===== src/rtl/ppmp6_pkg.sv =====
// ----------------------------------------------------------------------------
// ppmp6_pkg
// Shared types and constants for the PPM P6 stream parser.
// ----------------------------------------------------------------------------
`timescale 1ns / 1ps
`default_nettype none

package ppmp6_pkg;

	// result kinds
	typedef enum logic [1:0] {
		KIND_HEADER = 2'd0,
		KIND_PIXEL  = 2'd1,
		KIND_ERROR  = 2'd2
	} kind_t;

	// error codes
	typedef enum logic [2:0] {
		ERR_BAD_MAGIC   = 3'd0,
		ERR_BAD_NUMBER  = 3'd1,
		ERR_MAXVAL_ZERO = 3'd2,
		ERR_MAXVAL_BIG  = 3'd3,
		ERR_NO_WS       = 3'd4
	} err_t;

	localparam logic [7:0] CHAR_P    = 8'h50;
	localparam logic [7:0] CHAR_SIX  = 8'h36;
	localparam logic [7:0] CHAR_HASH = 8'h23;
	localparam logic [7:0] CHAR_NL   = 8'h0A;
	localparam logic [7:0] CHAR_SP   = 8'h20;
	localparam logic [7:0] CHAR_TAB  = 8'h09;
	localparam logic [7:0] CHAR_CR   = 8'h0D;
	localparam logic [7:0] CHAR_ZERO = 8'h30;
	localparam logic [7:0] CHAR_NINE = 8'h39;

	localparam int unsigned MAXVAL_LIMIT = 255;
	localparam int unsigned NUM_LIMIT    = 65535;
	localparam int unsigned ACC_BITS     = 16;
	localparam int unsigned PROD_BITS    = 20;

	localparam int unsigned QUEUE_DEPTH = 4;
	localparam int unsigned QUEUE_AW    = 2;

	// classified input word as it crosses the queue
	typedef struct packed {
		logic [7:0] data_byte;
		logic       frame_start;
		logic       is_digit;
		logic       is_ws;
		logic       is_hash;
		logic       is_newline;
	} tok_t;

endpackage

`default_nettype wire


===== src/rtl/ppmp6_in_if.sv =====
// ----------------------------------------------------------------------------
// ppmp6_in_if
// Byte stream channel: valid/ready with data byte and frame start.
// ----------------------------------------------------------------------------
`timescale 1ns / 1ps
`default_nettype none

interface ppmp6_in_if;
	logic       valid;
	logic       ready;
	logic [7:0] data_byte;
	logic       frame_start;

	modport source (output valid, output data_byte, output frame_start, input ready);
	modport sink   (input valid, input data_byte, input frame_start, output ready);
endinterface

`default_nettype wire


===== src/rtl/ppmp6_out_if.sv =====
// ----------------------------------------------------------------------------
// ppmp6_out_if
// Result channel: valid/ready with header, pixel or error fields.
// ----------------------------------------------------------------------------
`timescale 1ns / 1ps
`default_nettype none

interface ppmp6_out_if;
	logic        valid;
	logic        ready;
	logic [1:0]  kind;
	logic [15:0] field_a;
	logic [15:0] field_b;
	logic [15:0] field_c;
	logic [2:0]  error_code;
	logic        last;

	modport source (output valid, output kind, output field_a, output field_b,
		output field_c, output error_code, output last, input ready);
	modport sink   (input valid, input kind, input field_a, input field_b,
		input field_c, input error_code, input last, output ready);
endinterface

`default_nettype wire


===== src/rtl/ppm_p6_stream_parser.sv =====
// ----------------------------------------------------------------------------
// ppm_p6_stream_parser
// PPM P6 header and pixel stream parser: classifier, token queue, parser.
// ----------------------------------------------------------------------------
//  channel  | role   | payload
//  src_ch   | sink   | data_byte[7:0], frame_start
//  res_ch   | source | kind[1:0], field_a/b/c[15:0], error_code[2:0], last
//
//  One word per cycle sustained while res_ch is not stalled; a result is
//  registered after its byte passes the input register and the queue write.
//  The parser updates all state once per token, so it sets the rate.
//  arst_n clears all control state; parsing restarts at the first magic byte.
//  A stalled result holds the parser; the four-entry queue absorbs the
//  input side until it fills, then src_ch.ready drops.
// ----------------------------------------------------------------------------
`timescale 1ns / 1ps
`default_nettype none

module ppm_p6_stream_parser #(
	parameter int unsigned DIM_BITS = 16
) (
	input  wire          clk,
	input  wire          arst_n,
	ppmp6_in_if.sink     src_ch,
	ppmp6_out_if.source  res_ch
);
	import ppmp6_pkg::*;

	logic push, pop, full, empty;
	tok_t push_tok, pop_tok;

	ppmp6_front u_front (
		.clk      (clk),
		.arst_n   (arst_n),
		.src_ch   (src_ch),
		.full     (full),
		.push     (push),
		.push_tok (push_tok)
	);

	ppmp6_queue u_queue (
		.clk      (clk),
		.arst_n   (arst_n),
		.push     (push),
		.push_tok (push_tok),
		.full     (full),
		.pop      (pop),
		.pop_tok  (pop_tok),
		.empty    (empty)
	);

	ppmp6_back #(
		.DIM_BITS (DIM_BITS)
	) u_back (
		.clk     (clk),
		.arst_n  (arst_n),
		.empty   (empty),
		.pop_tok (pop_tok),
		.pop     (pop),
		.res_ch  (res_ch)
	);

endmodule

`default_nettype wire


===== src/rtl/ppmp6_front.sv =====
// ----------------------------------------------------------------------------
// ppmp6_front
// Accepts bytes and classifies them into tokens for the parse queue.
// ----------------------------------------------------------------------------
`timescale 1ns / 1ps
`default_nettype none

module ppmp6_front (
	input  wire               clk,
	input  wire               arst_n,
	ppmp6_in_if.sink          src_ch,
	input  wire               full,
	output logic              push,
	output ppmp6_pkg::tok_t   push_tok
);
	import ppmp6_pkg::*;

	logic valid_s1;
	tok_t tok_s1;
	tok_t tok_c;

	always_comb begin
		tok_c.data_byte   = src_ch.data_byte;
		tok_c.frame_start = src_ch.frame_start;
		tok_c.is_digit    = (src_ch.data_byte >= CHAR_ZERO) && (src_ch.data_byte <= CHAR_NINE);
		tok_c.is_ws       = (src_ch.data_byte == CHAR_SP) ||
			((src_ch.data_byte >= CHAR_TAB) && (src_ch.data_byte <= CHAR_CR));
		tok_c.is_hash     = (src_ch.data_byte == CHAR_HASH);
		tok_c.is_newline  = (src_ch.data_byte == CHAR_NL);
	end

	assign src_ch.ready = !valid_s1 || !full;
	assign push         = valid_s1 && !full;
	assign push_tok     = tok_s1;

	always_ff @(posedge clk or negedge arst_n) begin
		if (!arst_n) begin
			valid_s1 <= 1'b0;
		end else if (src_ch.ready) begin
			valid_s1 <= src_ch.valid;
		end
	end

	always_ff @(posedge clk) begin
		if (src_ch.ready && src_ch.valid) begin
			tok_s1 <= tok_c;
		end
	end

endmodule

`default_nettype wire


===== src/rtl/ppmp6_queue.sv =====
// ----------------------------------------------------------------------------
// ppmp6_queue
// Short token FIFO between the classifier and the parser.
// ----------------------------------------------------------------------------
`timescale 1ns / 1ps
`default_nettype none

module ppmp6_queue (
	input  wire               clk,
	input  wire               arst_n,
	input  wire               push,
	input  ppmp6_pkg::tok_t   push_tok,
	output logic              full,
	input  wire               pop,
	output ppmp6_pkg::tok_t   pop_tok,
	output logic              empty
);
	import ppmp6_pkg::*;

	tok_t                  mem_q [QUEUE_DEPTH];
	logic [QUEUE_AW-1:0]   wr_ptr_q;
	logic [QUEUE_AW-1:0]   rd_ptr_q;
	logic [QUEUE_AW:0]     count_q;

	assign full    = (count_q == (QUEUE_AW+1)'(QUEUE_DEPTH));
	assign empty   = (count_q == '0);
	assign pop_tok = mem_q[rd_ptr_q];

	always_ff @(posedge clk or negedge arst_n) begin
		if (!arst_n) begin
			wr_ptr_q <= '0;
			rd_ptr_q <= '0;
			count_q  <= '0;
		end else begin
			if (push) begin
				wr_ptr_q <= wr_ptr_q + QUEUE_AW'(1);
			end
			if (pop) begin
				rd_ptr_q <= rd_ptr_q + QUEUE_AW'(1);
			end
			case ({push, pop})
				2'b10:   count_q <= count_q + (QUEUE_AW+1)'(1);
				2'b01:   count_q <= count_q - (QUEUE_AW+1)'(1);
				default: count_q <= count_q;
			endcase
		end
	end

	always_ff @(posedge clk) begin
		if (push) begin
			mem_q[wr_ptr_q] <= push_tok;
		end
	end

endmodule

`default_nettype wire


===== src/rtl/ppmp6_back.sv =====
// ----------------------------------------------------------------------------
// ppmp6_back
// Header/pixel parser: consumes tokens, drives the registered result.
// ----------------------------------------------------------------------------
`timescale 1ns / 1ps
`default_nettype none

module ppmp6_back #(
	parameter int unsigned DIM_BITS = 16
) (
	input  wire               clk,
	input  wire               arst_n,
	input  wire               empty,
	input  ppmp6_pkg::tok_t   pop_tok,
	output logic              pop,
	ppmp6_out_if.source       res_ch
);
	import ppmp6_pkg::*;

	typedef enum logic [3:0] {
		PH_MAGIC1, PH_MAGIC2, PH_GAP_W, PH_NUM_W, PH_GAP_H, PH_NUM_H,
		PH_GAP_M, PH_NUM_M, PH_PIXELS, PH_ERROR, PH_DONE
	} phase_t;

	localparam logic [PROD_BITS-1:0] DimMax = (PROD_BITS'(1) << DIM_BITS) - PROD_BITS'(1);
	localparam logic [PROD_BITS-1:0] NumMax = PROD_BITS'(NUM_LIMIT);
	localparam logic [ACC_BITS-1:0]  MaxvalMax = ACC_BITS'(MAXVAL_LIMIT);

	phase_t               phase_q, phase_n, ph;
	logic                 in_comment_q, in_comment_n, cm;
	logic [ACC_BITS-1:0]  acc_q, acc_n;
	logic [DIM_BITS-1:0]  width_q, width_n;
	logic [DIM_BITS-1:0]  height_q, height_n;
	logic [DIM_BITS-1:0]  col_q, col_n;
	logic [DIM_BITS-1:0]  row_q, row_n;
	logic [1:0]           bip_q, bip_n;
	logic [7:0]           red_q, red_n;
	logic [7:0]           green_q, green_n;

	logic                 res_valid_q;
	kind_t                res_kind_q;
	logic [15:0]          res_a_q, res_b_q, res_c_q;
	err_t                 res_err_q;
	logic                 res_last_q;

	logic                 emit;
	kind_t                e_kind;
	logic [15:0]          e_a, e_b, e_c;
	err_t                 e_err;
	logic                 e_last;

	logic                 do_gap;
	logic                 gap_cm;
	phase_t               gap_tgt;
	logic [PROD_BITS-1:0] prod;
	logic [DIM_BITS:0]    col_inc, row_inc;

	assign pop = !empty && (!res_valid_q || res_ch.ready);

	// acc*10 + digit, as shift-add
	assign prod = (PROD_BITS'(acc_q) << 3) + (PROD_BITS'(acc_q) << 1)
		+ PROD_BITS'(pop_tok.data_byte[3:0]);
	assign col_inc = {1'b0, col_q} + (DIM_BITS+1)'(1);
	assign row_inc = {1'b0, row_q} + (DIM_BITS+1)'(1);

	always_comb begin
		ph = pop_tok.frame_start ? PH_MAGIC1 : phase_q;
		cm = pop_tok.frame_start ? 1'b0 : in_comment_q;

		phase_n      = ph;
		in_comment_n = cm;
		acc_n        = acc_q;
		width_n      = width_q;
		height_n     = height_q;
		col_n        = col_q;
		row_n        = row_q;
		bip_n        = bip_q;
		red_n        = red_q;
		green_n      = green_q;

		emit   = 1'b0;
		e_kind = KIND_ERROR;
		e_a    = '0;
		e_b    = '0;
		e_c    = '0;
		e_err  = ERR_BAD_MAGIC;
		e_last = 1'b0;

		do_gap  = 1'b0;
		gap_cm  = cm;
		gap_tgt = PH_NUM_W;

		case (ph)
			PH_MAGIC1: begin
				if (pop_tok.data_byte != CHAR_P) begin
					emit  = 1'b1;
					e_err = ERR_BAD_MAGIC;
				end else begin
					phase_n = PH_MAGIC2;
				end
			end
			PH_MAGIC2: begin
				if (pop_tok.data_byte != CHAR_SIX) begin
					emit  = 1'b1;
					e_err = ERR_BAD_MAGIC;
				end else begin
					phase_n      = PH_GAP_W;
					in_comment_n = 1'b0;
				end
			end
			PH_GAP_W: begin
				do_gap  = 1'b1;
				gap_tgt = PH_NUM_W;
			end
			PH_GAP_H: begin
				do_gap  = 1'b1;
				gap_tgt = PH_NUM_H;
			end
			PH_GAP_M: begin
				do_gap  = 1'b1;
				gap_tgt = PH_NUM_M;
			end
			PH_NUM_W, PH_NUM_H: begin
				if (pop_tok.is_digit) begin
					if (prod > DimMax) begin
						emit  = 1'b1;
						e_err = ERR_BAD_NUMBER;
					end else begin
						acc_n = prod[ACC_BITS-1:0];
					end
				end else begin
					// terminator is the first byte of the next gap
					do_gap = 1'b1;
					gap_cm = 1'b0;
					if (ph == PH_NUM_W) begin
						width_n = acc_q[DIM_BITS-1:0];
						phase_n = PH_GAP_H;
						gap_tgt = PH_NUM_H;
					end else begin
						height_n = acc_q[DIM_BITS-1:0];
						phase_n  = PH_GAP_M;
						gap_tgt  = PH_NUM_M;
					end
				end
			end
			PH_NUM_M: begin
				if (pop_tok.is_digit) begin
					if (prod > NumMax) begin
						emit  = 1'b1;
						e_err = ERR_BAD_NUMBER;
					end else begin
						acc_n = prod[ACC_BITS-1:0];
					end
				end else if (acc_q == '0) begin
					emit  = 1'b1;
					e_err = ERR_MAXVAL_ZERO;
				end else if (acc_q > MaxvalMax) begin
					emit  = 1'b1;
					e_err = ERR_MAXVAL_BIG;
				end else if (!pop_tok.is_ws) begin
					emit  = 1'b1;
					e_err = ERR_NO_WS;
				end else begin
					col_n  = '0;
					row_n  = '0;
					bip_n  = '0;
					emit   = 1'b1;
					e_kind = KIND_HEADER;
					e_a    = 16'(width_q);
					e_b    = 16'(height_q);
					e_c    = acc_q;
					e_err  = ERR_BAD_MAGIC;
					if ((width_q == '0) || (height_q == '0)) begin
						e_last  = 1'b1;
						phase_n = PH_DONE;
					end else begin
						phase_n = PH_PIXELS;
					end
				end
			end
			PH_PIXELS: begin
				case (bip_q)
					2'd0: begin
						red_n = pop_tok.data_byte;
						bip_n = 2'd1;
					end
					2'd1: begin
						green_n = pop_tok.data_byte;
						bip_n   = 2'd2;
					end
					default: begin
						bip_n  = 2'd0;
						emit   = 1'b1;
						e_kind = KIND_PIXEL;
						e_a    = 16'(red_q);
						e_b    = 16'(green_q);
						e_c    = 16'(pop_tok.data_byte);
						if ((row_inc >= {1'b0, height_q}) && (col_inc >= {1'b0, width_q})) begin
							e_last  = 1'b1;
							phase_n = PH_DONE;
						end else if (col_inc >= {1'b0, width_q}) begin
							col_n = '0;
							row_n = row_inc[DIM_BITS-1:0];
						end else begin
							col_n = col_inc[DIM_BITS-1:0];
						end
					end
				endcase
			end
			default: begin
			end
		endcase

		if (do_gap) begin
			in_comment_n = gap_cm;
			if (gap_cm) begin
				if (pop_tok.is_newline) begin
					in_comment_n = 1'b0;
				end
			end else if (pop_tok.is_ws) begin
				in_comment_n = 1'b0;
			end else if (pop_tok.is_hash) begin
				in_comment_n = 1'b1;
			end else if (pop_tok.is_digit) begin
				acc_n   = ACC_BITS'(pop_tok.data_byte[3:0]);
				phase_n = gap_tgt;
			end else begin
				emit  = 1'b1;
				e_err = ERR_BAD_NUMBER;
			end
		end

		if (emit && (e_kind == KIND_ERROR)) begin
			phase_n      = PH_ERROR;
			in_comment_n = 1'b0;
		end
	end

	always_ff @(posedge clk or negedge arst_n) begin
		if (!arst_n) begin
			phase_q      <= PH_MAGIC1;
			in_comment_q <= 1'b0;
			acc_q        <= '0;
			width_q      <= '0;
			height_q     <= '0;
			col_q        <= '0;
			row_q        <= '0;
			bip_q        <= '0;
			red_q        <= '0;
			green_q      <= '0;
			res_valid_q  <= 1'b0;
		end else begin
			if (pop) begin
				phase_q      <= phase_n;
				in_comment_q <= in_comment_n;
				acc_q        <= acc_n;
				width_q      <= width_n;
				height_q     <= height_n;
				col_q        <= col_n;
				row_q        <= row_n;
				bip_q        <= bip_n;
				red_q        <= red_n;
				green_q      <= green_n;
			end
			if (!res_valid_q || res_ch.ready) begin
				res_valid_q <= pop && emit;
			end
		end
	end

	always_ff @(posedge clk) begin
		if (pop && emit) begin
			res_kind_q <= e_kind;
			res_a_q    <= e_a;
			res_b_q    <= e_b;
			res_c_q    <= e_c;
			res_err_q  <= e_err;
			res_last_q <= e_last;
		end
	end

	assign res_ch.valid      = res_valid_q;
	assign res_ch.kind       = res_kind_q;
	assign res_ch.field_a    = res_a_q;
	assign res_ch.field_b    = res_b_q;
	assign res_ch.field_c    = res_c_q;
	assign res_ch.error_code = res_err_q;
	assign res_ch.last       = res_last_q;

endmodule

`default_nettype wire

===== src/flat_wrapper.sv =====
// flat-port wrapper written by rule: the top's interface ports become plain ports
module ppm_p6_stream_parser_flat import ppmp6_pkg::*;
#(
	parameter int unsigned DIM_BITS = 16
)
  (clk, arst_n, src_ch_valid, src_ch_data_byte, src_ch_frame_start, src_ch_ready, res_ch_valid, res_ch_kind, res_ch_field_a, res_ch_field_b, res_ch_field_c, res_ch_error_code, res_ch_last, res_ch_ready);
  ppmp6_in_if src_ch_i ();
  ppmp6_out_if res_ch_i ();
  input  wire clk;
  input  wire arst_n;
  input wire logic [$bits(src_ch_i.valid)-1:0] src_ch_valid;
  input wire logic [$bits(src_ch_i.data_byte)-1:0] src_ch_data_byte;
  input wire logic [$bits(src_ch_i.frame_start)-1:0] src_ch_frame_start;
  output wire logic [$bits(src_ch_i.ready)-1:0] src_ch_ready;
  output wire logic [$bits(res_ch_i.valid)-1:0] res_ch_valid;
  output wire logic [$bits(res_ch_i.kind)-1:0] res_ch_kind;
  output wire logic [$bits(res_ch_i.field_a)-1:0] res_ch_field_a;
  output wire logic [$bits(res_ch_i.field_b)-1:0] res_ch_field_b;
  output wire logic [$bits(res_ch_i.field_c)-1:0] res_ch_field_c;
  output wire logic [$bits(res_ch_i.error_code)-1:0] res_ch_error_code;
  output wire logic [$bits(res_ch_i.last)-1:0] res_ch_last;
  input wire logic [$bits(res_ch_i.ready)-1:0] res_ch_ready;
  assign src_ch_i.valid = src_ch_valid;
  assign src_ch_i.data_byte = src_ch_data_byte;
  assign src_ch_i.frame_start = src_ch_frame_start;
  assign src_ch_ready = src_ch_i.ready;
  assign res_ch_valid = res_ch_i.valid;
  assign res_ch_kind = res_ch_i.kind;
  assign res_ch_field_a = res_ch_i.field_a;
  assign res_ch_field_b = res_ch_i.field_b;
  assign res_ch_field_c = res_ch_i.field_c;
  assign res_ch_error_code = res_ch_i.error_code;
  assign res_ch_last = res_ch_i.last;
  assign res_ch_i.ready = res_ch_ready;
  ppm_p6_stream_parser #(.DIM_BITS(DIM_BITS)) u_core (.clk(clk), .arst_n(arst_n), .src_ch(src_ch_i), .res_ch(res_ch_i));
endmodule

===== config.mk =====
export PLATFORM = sky130hd
export DESIGN_NAME = ppm_p6_stream_parser_flat
export DESIGN_NICKNAME = d
export VERILOG_FILES = /design/src/rtl/ppmp6_pkg.sv /design/src/rtl/ppmp6_in_if.sv /design/src/rtl/ppmp6_out_if.sv /design/src/rtl/ppm_p6_stream_parser.sv /design/src/rtl/ppmp6_front.sv /design/src/rtl/ppmp6_queue.sv /design/src/rtl/ppmp6_back.sv /design/src/flat_wrapper.sv
export SDC_FILE = /design/constraint.sdc
export NUM_CORES = 1
export LEC_CHECK = 0
export BUFFER_PORTS_ARGS = -buffer_cell sky130_fd_sc_hd__buf_4
export CORE_MARGIN = 1
export CORE_UTILIZATION = 56
export CTS_CLUSTER_DIAMETER = 60
export DETAILED_ROUTE_END_ITERATION = 8
export MAX_ROUTING_LAYER = met4
export PLACE_DENSITY = 0.89
export SLEW_MARGIN = 40
export SYNTH_ARGS = -nofsm -noshare
export SYNTH_HDL_FRONTEND = slang
export SYNTH_HIERARCHICAL = 1
export SYNTH_SLANG_ARGS = --single-unit

===== constraint.sdc =====
create_clock -name clk -period 6 [get_ports clk]
set_input_delay 0.3 -clock clk [delete_from_list [all_inputs] [get_ports clk]]
set_output_delay 0.3 -clock clk [all_outputs]
set_load 0.03 [all_outputs]

[Word-level counts from Yosys, hierarchy flattened]
Memories as Yosys holds them, arrays and structs flattened.
Index checks and enable logic that the tools add are counted.
Operators by class
  equal/unequal tests: 25
  magnitude comparators: 8
  reduce and logical (&&, ||, !) cells: 35
  mux-type cells: 118
  bitwise operators: 2
  $add $sub $neg: 8
Operators by type and width (count)
  16-bit two-way mux: 30
  16-bit case mux with 2 select lines: 5
  4-bit two-way mux: 16
  16-bit zero test: 3
  16-bit by 1-bit adder with 17-bit output, second input constant: 2
  17-bit by 16-bit >= comparator with 1-bit output: 2
  1-bit two-way mux: 34
  3-bit two-way mux: 9
  8-bit two-way mux: 3
  2-bit two-way mux: 11
  19-bit by 17-bit adder with 20-bit output: 1
  20-bit by 4-bit adder with 20-bit output: 1
  20-bit by 16-bit > comparator with 1-bit output, second input constant: 1
  4-bit case mux with 5 select lines: 1
  3-bit case mux with 2 select lines: 3
  4-bit by 3-bit equality test with 1-bit output, second input constant: 4
  8-bit by 6-bit equality test with 1-bit output, second input constant: 2
  16-bit by 8-bit > comparator with 1-bit output, second input constant: 1
  2-bit != test, second input constant: 7
  2-bit case mux with 2 select lines: 3
  9-bit AND reduction: 1
  4-bit by 2-bit equality test with 1-bit output, second input constant: 2
  8-bit by 4-bit equality test with 1-bit output, second input constant: 1
  8-bit by 4-bit >= comparator with 1-bit output, second input constant: 1
  29 further kinds: 52
Word-level totals
  memories kept: 1
  output and inout bits: 56
  bits of input ports: 13
  word-level logic and storage cells: 224
  flip-flop bits (word level): 179
  memory bits (writable): 52
Memory list
  u_core.u_queue.mem_q: words 4, bits a word 13, rd ports 1, clocked after memory_dff 0, wr ports 1, line ppmp6_queue.sv:20  | tok_t mem_q [QUEUE_DEPTH];

[Longest topological paths before layout]
Gate-level depths: netlist of run 1.
  word-level depth: 14
  gate-level depth with buffers: 17
  gate-level depth less buffers: 15

[Cells and area by module]
The synthesis of run 1 kept the hierarchy.
Modules (own cells, without submodules)
  ppmp6_back: cells an instance 851, area each 9186.3 um2, instances 1, sequential area each 4224.1 um2
  ppmp6_queue: cells an instance 105, area each 2303.5 um2, instances 1, sequential area each 1736.7 um2
  ppmp6_front: cells an instance 31, area each 533.0 um2, instances 1, sequential area each 415.4 um2

[Worst setup path before layout of run 1]
No wires, ideal clock.
  path type: register to register
  from: register u_core.u_queue.rd_ptr_q[0]
  to: register u_core.u_back.res_err_q[0], in the netlist u_core/u_back/res_ch.error_code[0] (enable)
  arrival: 5.641 ns
  period minus slack after synthesis: 6.107 ns
  setup slack: -0.107 ns
  stages on the path, launching flop included: 14
  path through: dfrtp_1 > buf_6 > buf_12 > mux4_2 > fa_1 > fa_1 > a211oi_1 > o21a_1 > nor4_1 > o21a_1 > o2111a_2 > nand3_2 > a31oi_1 > nor2_1
RTL lines
  start: declaration: line ppmp6_queue.sv:22  | logic [QUEUE_AW-1:0] rd_ptr_q;
  start signal: assignment: line ppmp6_queue.sv:39  | rd_ptr_q <= rd_ptr_q + QUEUE_AW'(1);
  end signal: assignment: line ppmp6_back.sv:277  | res_err_q <= e_err;
  end: declaration: line ppmp6_back.sv:43  | err_t res_err_q;

==> results of run 1 <==
[power by group through the flow]
stage | Clock [µW] | Sequential [µW] | Combinational [µW]
2_1_floorplan | 0 | 2770 | 1250
3_3_place_gp | 0 | 2490 | 2160
3_5_place_dp | 0 | 2520 | 2240
4_1_cts | 1620 | 2500 | 2270
5_1_grt | 1680 | 2540 | 2460
6_report | 1600 | 2500 | 2280
[per-layer routing]
layer / part of all wire (%) / vias to the layer above
li1: - / 3918
met2: 48 / 418
met5: 0 / -
met4: 5.8 / 0
met1: 40 / 4191
met3: 6.3 / 114
[flip-flops by register name, indices dropped and copies added (netlist names), 3 cells and up, named ones only]
signal	flops
u_core/u_queue/mem_q	52
u_core/u_back/col_q	16
u_core/u_back/height_q	16
u_core/u_back/res_ch.field_a	16
u_core/u_back/res_ch.field_b	16
u_core/u_back/res_ch.field_c	16
u_core/u_back/row_q	16
u_core/u_back/width_q	16
u_core/u_back/acc_q	15
u_core/u_front/push_tok	13
u_core/u_back/green_q	8
u_core/u_back/red_q	8
u_core/u_back/phase_q	4
u_core/u_back/res_ch.error_code	3
u_core/u_queue/count_q	3
[cell usage in the layout (no fill, tap or decap), drive strengths merged, types with 23 or more instances in the layout]
master / count
edfxtp: 119
dfrtp: 112
buf: 76
ha: 70
nand2: 55
inv: 51
mux2: 49
o21ai: 47
nand3: 46
a21oi: 43
a22o: 34
clkbuf: 34
nor4: 32
nor2: 31
xnor2: 24
xor2: 23
[what timing repair did]
action / CTS / global route
hold buffers: 11 / 0
endpoints found under the hold margin: 69 / 0
endpoints found under the setup margin: 0 / 0
[final timing paths]
kind / from / endpoint / slack (ps) / depth (start not counted)
max: u_core/u_queue/rd_ptr_q[0] / u_core/u_back/res_ch.field_a[1] / 1270 / 13
min: res_ch_ready / u_core/u_back/res_ch.valid / 120 / 3
max reg2reg: u_core/u_queue/rd_ptr_q[0] / u_core/u_back/res_ch.field_a[1] / 1270 / 13
min reg2reg: u_core/u_queue/count_q[0] / u_core/u_queue/count_q[0] / 500 / 1
max in group asynchronous: arst_n / u_core/u_queue/count_q[2] / 4500 / 3
min in group asynchronous: arst_n / u_core/u_back/red_q[5] / 330 / 2
[logic make-up after synthesis]
| kind of cell | share of synthesized area, % |
|---|---|
| AOI/OAI and AO/OA | 12.5 |
| xor gates and xnor gates | 3.42 |
| adders and majority gates | 7.78 |
| buffers and inverters | 3.30 |
| DFF | 53.0 |
| muxes | 7.61 |
| other | 0.0312 |
| and+or+nand+nor | 12.3 |
[metrics by stage]
step | instance area [µm²] | utilization (%) | worst slack [ps] | hold WS [ps] | instances
after floorplan | 12100 | - | 789 | 4.41 | 994
after global placement | 12800 | 60.7 | 1390 | 420 | 1304
after detailed placement | 12800 | 60.7 | 1280 | 431 | 1304
after CTS | 13800 | 65.5 | 1260 | 96.7 | 1363
after global routing | 13800 | 65.5 | 979 | 111 | 1363
final | 13800 | 65.5 | 1270 | 123 | 1363
[tightest hold or removal path, stage by stage]
cell and delay [ps]:
buf_4 80, nand2b_1 130, o21ai_0 90
[cell type report]
| type | instances | area (µm²) |
|---|---|---|
| flip-flops and latches | 231 | 6380 |
| inverters | 50 | 188 |
| well taps | 275 | 344 |
| fillers | 1475 | 7250 |
| clock buffers | 34 | 721 |
| multi-input cells | 672 | 5290 |
| clock inverters | 14 | 166 |
| repair buffers | 87 | 684 |
==> flow_metrics.tcl, run 1 <==
set metrics [dict create \
    grt_use_met1_pct 34.3 \
    power.leakage_uw 0.00576 \
    use_met3_pct 4.60 \
    async_flop_share_pct 48.5 \
    worst_pin_slew_ps 876 \
    cp_top_family "compound AO/OA/AOI/OAI gates" \
    syn_inst 987 \
    ys_seq_area_share_pct 53.0 \
    crit_fanout 54 \
    antenna_found_initial 0 \
    start_util_pct 57.2 \
    htree_levels 1 \
    vias_per_cell 6.34 \
    setup_tns_ps 0 \
    fp.dieH_um 149 \
    postCtsSetupRepairBufs 0 \
    synth_most_common_cell "edfxtp_1" \
    yosys.area.top_type "edfxtp_1" \
    period_minus_slack_ps 4730 \
    startpoint_type "register" \
    grt_pass1_wl_mm 46.0 \
    switchingPower_uw 2440 \
    max_freq_mhz 212 \
    diodes 0 \
    hold_class "primary input to register" \
    ir_worst_vdd_uv 269 \
    core_mm2 0.0210 \
    clk_pin_slew_ps 60 \
    fp.dieArea_mm2 0.0221 \
    cts_sinks 231 \
    synth_top_area_share_pct 29.7 \
    status "finished clean" \
    yosysWarningCount 6 \
    power_frac_clock_pct 25.0 \
    syn_to_final_growth_pct 14.5 \
    slew_headroom_pct 41.6 \
    fin_nets 1154 \
    clk_latency_ps 550 \
    synth_edf_count 119 \
    p_per_area_mw_per_mm2 464 \
    drv_cap 0 \
    numCtsBuffers 26 \
    syn_area_mm2 0.0120 \
    power_frac_comb_pct 35.8 \
    overflow 0 \
    ys_types 85 \
    synth_commonest_cells "edfxtp_1 (119), dfrtp_1 (112), ha_1 (70), nand2_1 (53), inv_1 (49)" \
    antenna_left 0 \
    numPortBuffers 68 \
    grt_pass1_vias 8674 \
    met2_usage_pct 43.3 \
    grt_max_degree 61 \
    grt.total_usage_pct 27.5 \
    crit_slowest_cell "mux4_2" \
    routed_wl_mm 28.4 \
    ctsRootBufferMaster "clkbuf_16" \
    drt_pass1_iterations 5 \
    slew_violations 0 \
    slowest_delay_ps 630 \
    drive_above_1_share_pct 18.6 \
    ios 69 \
    p_total_uw 6380 \
    grt_busiest_layer "met2" \
    pwr-share-seq_pct 39.2 \
    synth_flop_cell "edfxtp_1" \
    min_period_over_period_pct 78.8 \
    cp_data_required_time_ps 6170 \
    crit_arrival_ps 4890 \
    clk_path_buf_depth 3 \
    row_count 53 \
    place_hpwl_mm 19.5 \
    via_count 8641 \
    fin_skew_ps 27.1 \
    cts_tree "done" \
    drc 0 \
    rsz0062_at_grt "no" \
    end_kind "register" \
    yosys_register_bits 231 \
    cts_resized 0 \
    post_drt_wl_per_cell_um 20.8 \
    path_buf_inv 2 \
    first_iter_violations 675 \
    ys_top_cells_by_area "edfxtp_1 (30%), dfrtp_1 (23%), ha_1 (7.3%)" \
    avgSynthCellArea_um2 12.2 \
    hold_viol 0 \
    p_int_uw 3940 \
    crit_type "register to register" \
    setup_viol 0 \
    crit_chain "buf_4, mux4_2, fa_1, fa_1, a211oi_1, o21a_1, nor4_1, o21a_1, o2111a_2, nand3_2, a31oi_1, nor2_4, buf_4" \
    die_x_um 149 \
    p_sw_share_pct 38.2 \
    gp_congestion 0.905 \
]
Power figures use the tool's default switching activity.
==> run 2, diff against run 1 <==
Clock period 6 ns to 4.3 ns, I/O delays scaled along.
==> flow_metrics.tcl, run 2 (synthesized netlist as in run 1, its figures left out) <==
set metrics [dict create \
    first_iter_violations 621 \
    clk_latency_ps 540 \
    fp.dieH_um 149 \
    clk_path_buf_depth 3 \
    p_int_uw 5630 \
    max_freq_mhz 248 \
    power_frac_clock_pct 24.3 \
    crit_end "u_core/u_back/row_q[4]" \
    worstReg2RegStart "u_core/u_back/col_q[3]" \
    cts_sinks 231 \
    gp_congestion 0.943 \
    cp_data_required_time_ps 4720 \
    slowest_delay_ps 490 \
    routed_wl_mm 28.2 \
    cp_top_family "simple AND/OR/NAND/NOR gates" \
    startpoint_type "register" \
    r2r-end "u_core/u_back/row_q[4]" \
    drc 0 \
    largest_register_ffs 52 \
    drive_above_1_share_pct 20.2 \
    drv_cap 0 \
    vias_per_cell 6.28 \
    layout_commonest_cell "edfxtp_1" \
    antenna_left 0 \
    syn_to_final_growth_pct 16.2 \
    numCtsBuffers 25 \
    ir_worst_vdd_uv 472 \
    drt_pass1_iterations 6 \
    hold_viol 0 \
    grt_pass1_wl_mm 45.5 \
    setup_viol 0 \
    dp.cells 1325 \
    fin_skew_ps 26.8 \
    numPortBuffers 68 \
    fin_nets 1174 \
    p_sw_share_pct 37.7 \
    die_x_um 149 \
    htree_levels 1 \
    fill_cells 1489 \
    clk_pin_slew_ps 60 \
    hold_class "primary input to async pin" \
    cts_tree "done" \
    crit_fanout 8 \
    diodes 0 \
    end_kind "register" \
    rsz0062_at_grt "no" \
    crit_chain "nand4_1, nor2_1, and3_1, nand3_1, nor2_1, xor2_1, ha_1, nand3_1, nor4_1, o31ai_1, o211ai_2, buf_4, nand2_2, o21a_4, or3_4, a22o_1" \
    power.leakage_uw 0.00586 \
    ios 69 \
    path_buf_inv 1 \
    grt_max_degree 42 \
    status "finished clean" \
    crit_slowest_cell "dfrtp_1" \
    setup_tns_ps 0 \
    ctsRootBufferMaster "clkbuf_16" \
    post_drt_wl_per_cell_um 20.4 \
    worst_pin_slew_ps 744 \
    top_register "u_core/u_queue/mem_q" \
    crit_type "register to register" \
    switchingPower_uw 3400 \
    final_util_pct 66.4 \
    grt_pass1_vias 8708 \
    p_per_area_mw_per_mm2 646 \
    row_count 53 \
    startpoint "u_core/u_back/col_q[3]" \
    via_count 8678 \
    crit_arrival_ps 4460 \
    min_period_over_period_pct 93.8 \
    postCtsSetupRepairBufs 0 \
    grt.total_usage_pct 27.1 \
    layout_common_cells "edfxtp_1 (119), dfrtp_1 (112), buf_4 (96)" \
    pwr-share-seq_pct 38.1 \
    worst-path-stages 16 \
    reg2reg_slack_ps 270 \
    period_minus_slack_ps 4030 \
    core_mm2 0.0210 \
    fp.dieArea_mm2 0.0221 \
    antenna_found_initial 0 \
    place_hpwl_mm 19.7 \
    slew_headroom_pct 50.4 \
    start_util_pct 57.2 \
    worst-r2r-cell-count 16 \
    power_frac_comb_pct 37.6 \
    slew_violations 0 \
    finalNonFillerCells 1381 \
    overflow 0 \
]
run 2: final cells by class:
class,instances,area [µm²],share of cell area [%]
clock inverter,15,198,1.42
tap,275,344,2.46
clock buffer,30,644,4.61
timing repair buffer,108,851,6.09
inverter,50,188,1.34
sequential,231,6380,45.7
multi-input combinational,672,5370,38.4
run 2: timing repair:
| item | in CTS | in global routing |
|---|---|---|
| resized for setup | 0 | 5 |
| hold endpoints to repair | 44 | 0 |
| endpoints found under the setup margin | 0 | 68 |
| hold buffers | 11 | 0 |
run 2: per-layer routing:
metal | vias to the layer above | share of wire, % | GRT usage, %
li1 | 3957 | - | -
met1 | 4278 | 40 | 32.6
met2 | 360 | 50 | 45.4
met3 | 83 | 6.7 | 4.17
met4 | 0 | 4.1 | 11.8
met5 | - | 0 | -
run 2: power by group through the flow:
stage | Combinational (µW) | Sequential (µW) | Clock [µW]
finish | 3390 | 3440 | 2200
global route | 3640 | 3500 | 2320
CTS | 3380 | 3440 | 2230
detailed placement | 3350 | 3470 | 0
global placement | 3250 | 3440 | 0
floorplan | 1790 | 3860 | 0
run 2: worst min path at each step:
stage / from / endpoint / cells past startpoint
6_report: arst_n / u_core/u_back/col_q[15] / 2
3_3_place_gp: arst_n / u_core/u_back/col_q[15] / 1
3_5_place_dp: arst_n / u_core/u_back/col_q[12] / 1
4_1_cts: arst_n / u_core/u_back/height_q[9] / 2
5_1_grt: arst_n / u_core/u_back/col_q[13] / 2
2_1_floorplan: arst_n / async pin / 0
run 2: stage by stage:
| step | setup WS, ps | area, µm² | hold WS (ps) | power (µW) |
|---|---|---|---|---|
| after global placement | 253 | 13000 | 207 | 6690 |
| after detailed placement | 186 | 13000 | 207 | 6820 |
| after CTS | 162 | 13900 | 185 | 9040 |
| after floorplan | -116 | 12100 | -80.6 | 5640 |
| after global routing | 24.3 | 14000 | 223 | 9470 |
| final | 265 | 14000 | 172 | 9030 |
run 2: worst reg2reg max path, stage by stage, from the launching register on:
cell and delay, ps:
dfrtp_1 490, nand4_1 180, nor2_1 220, and3_1 290, nand3_1 190, nor2_1 240
xor2_1 110, ha_1 300, nand3_1 120, nor4_1 300, o31ai_1 150, o211ai_2 110
buf_4 210, nand2_2 90, o21a_4 260, or3_4 400, a22o_1 250
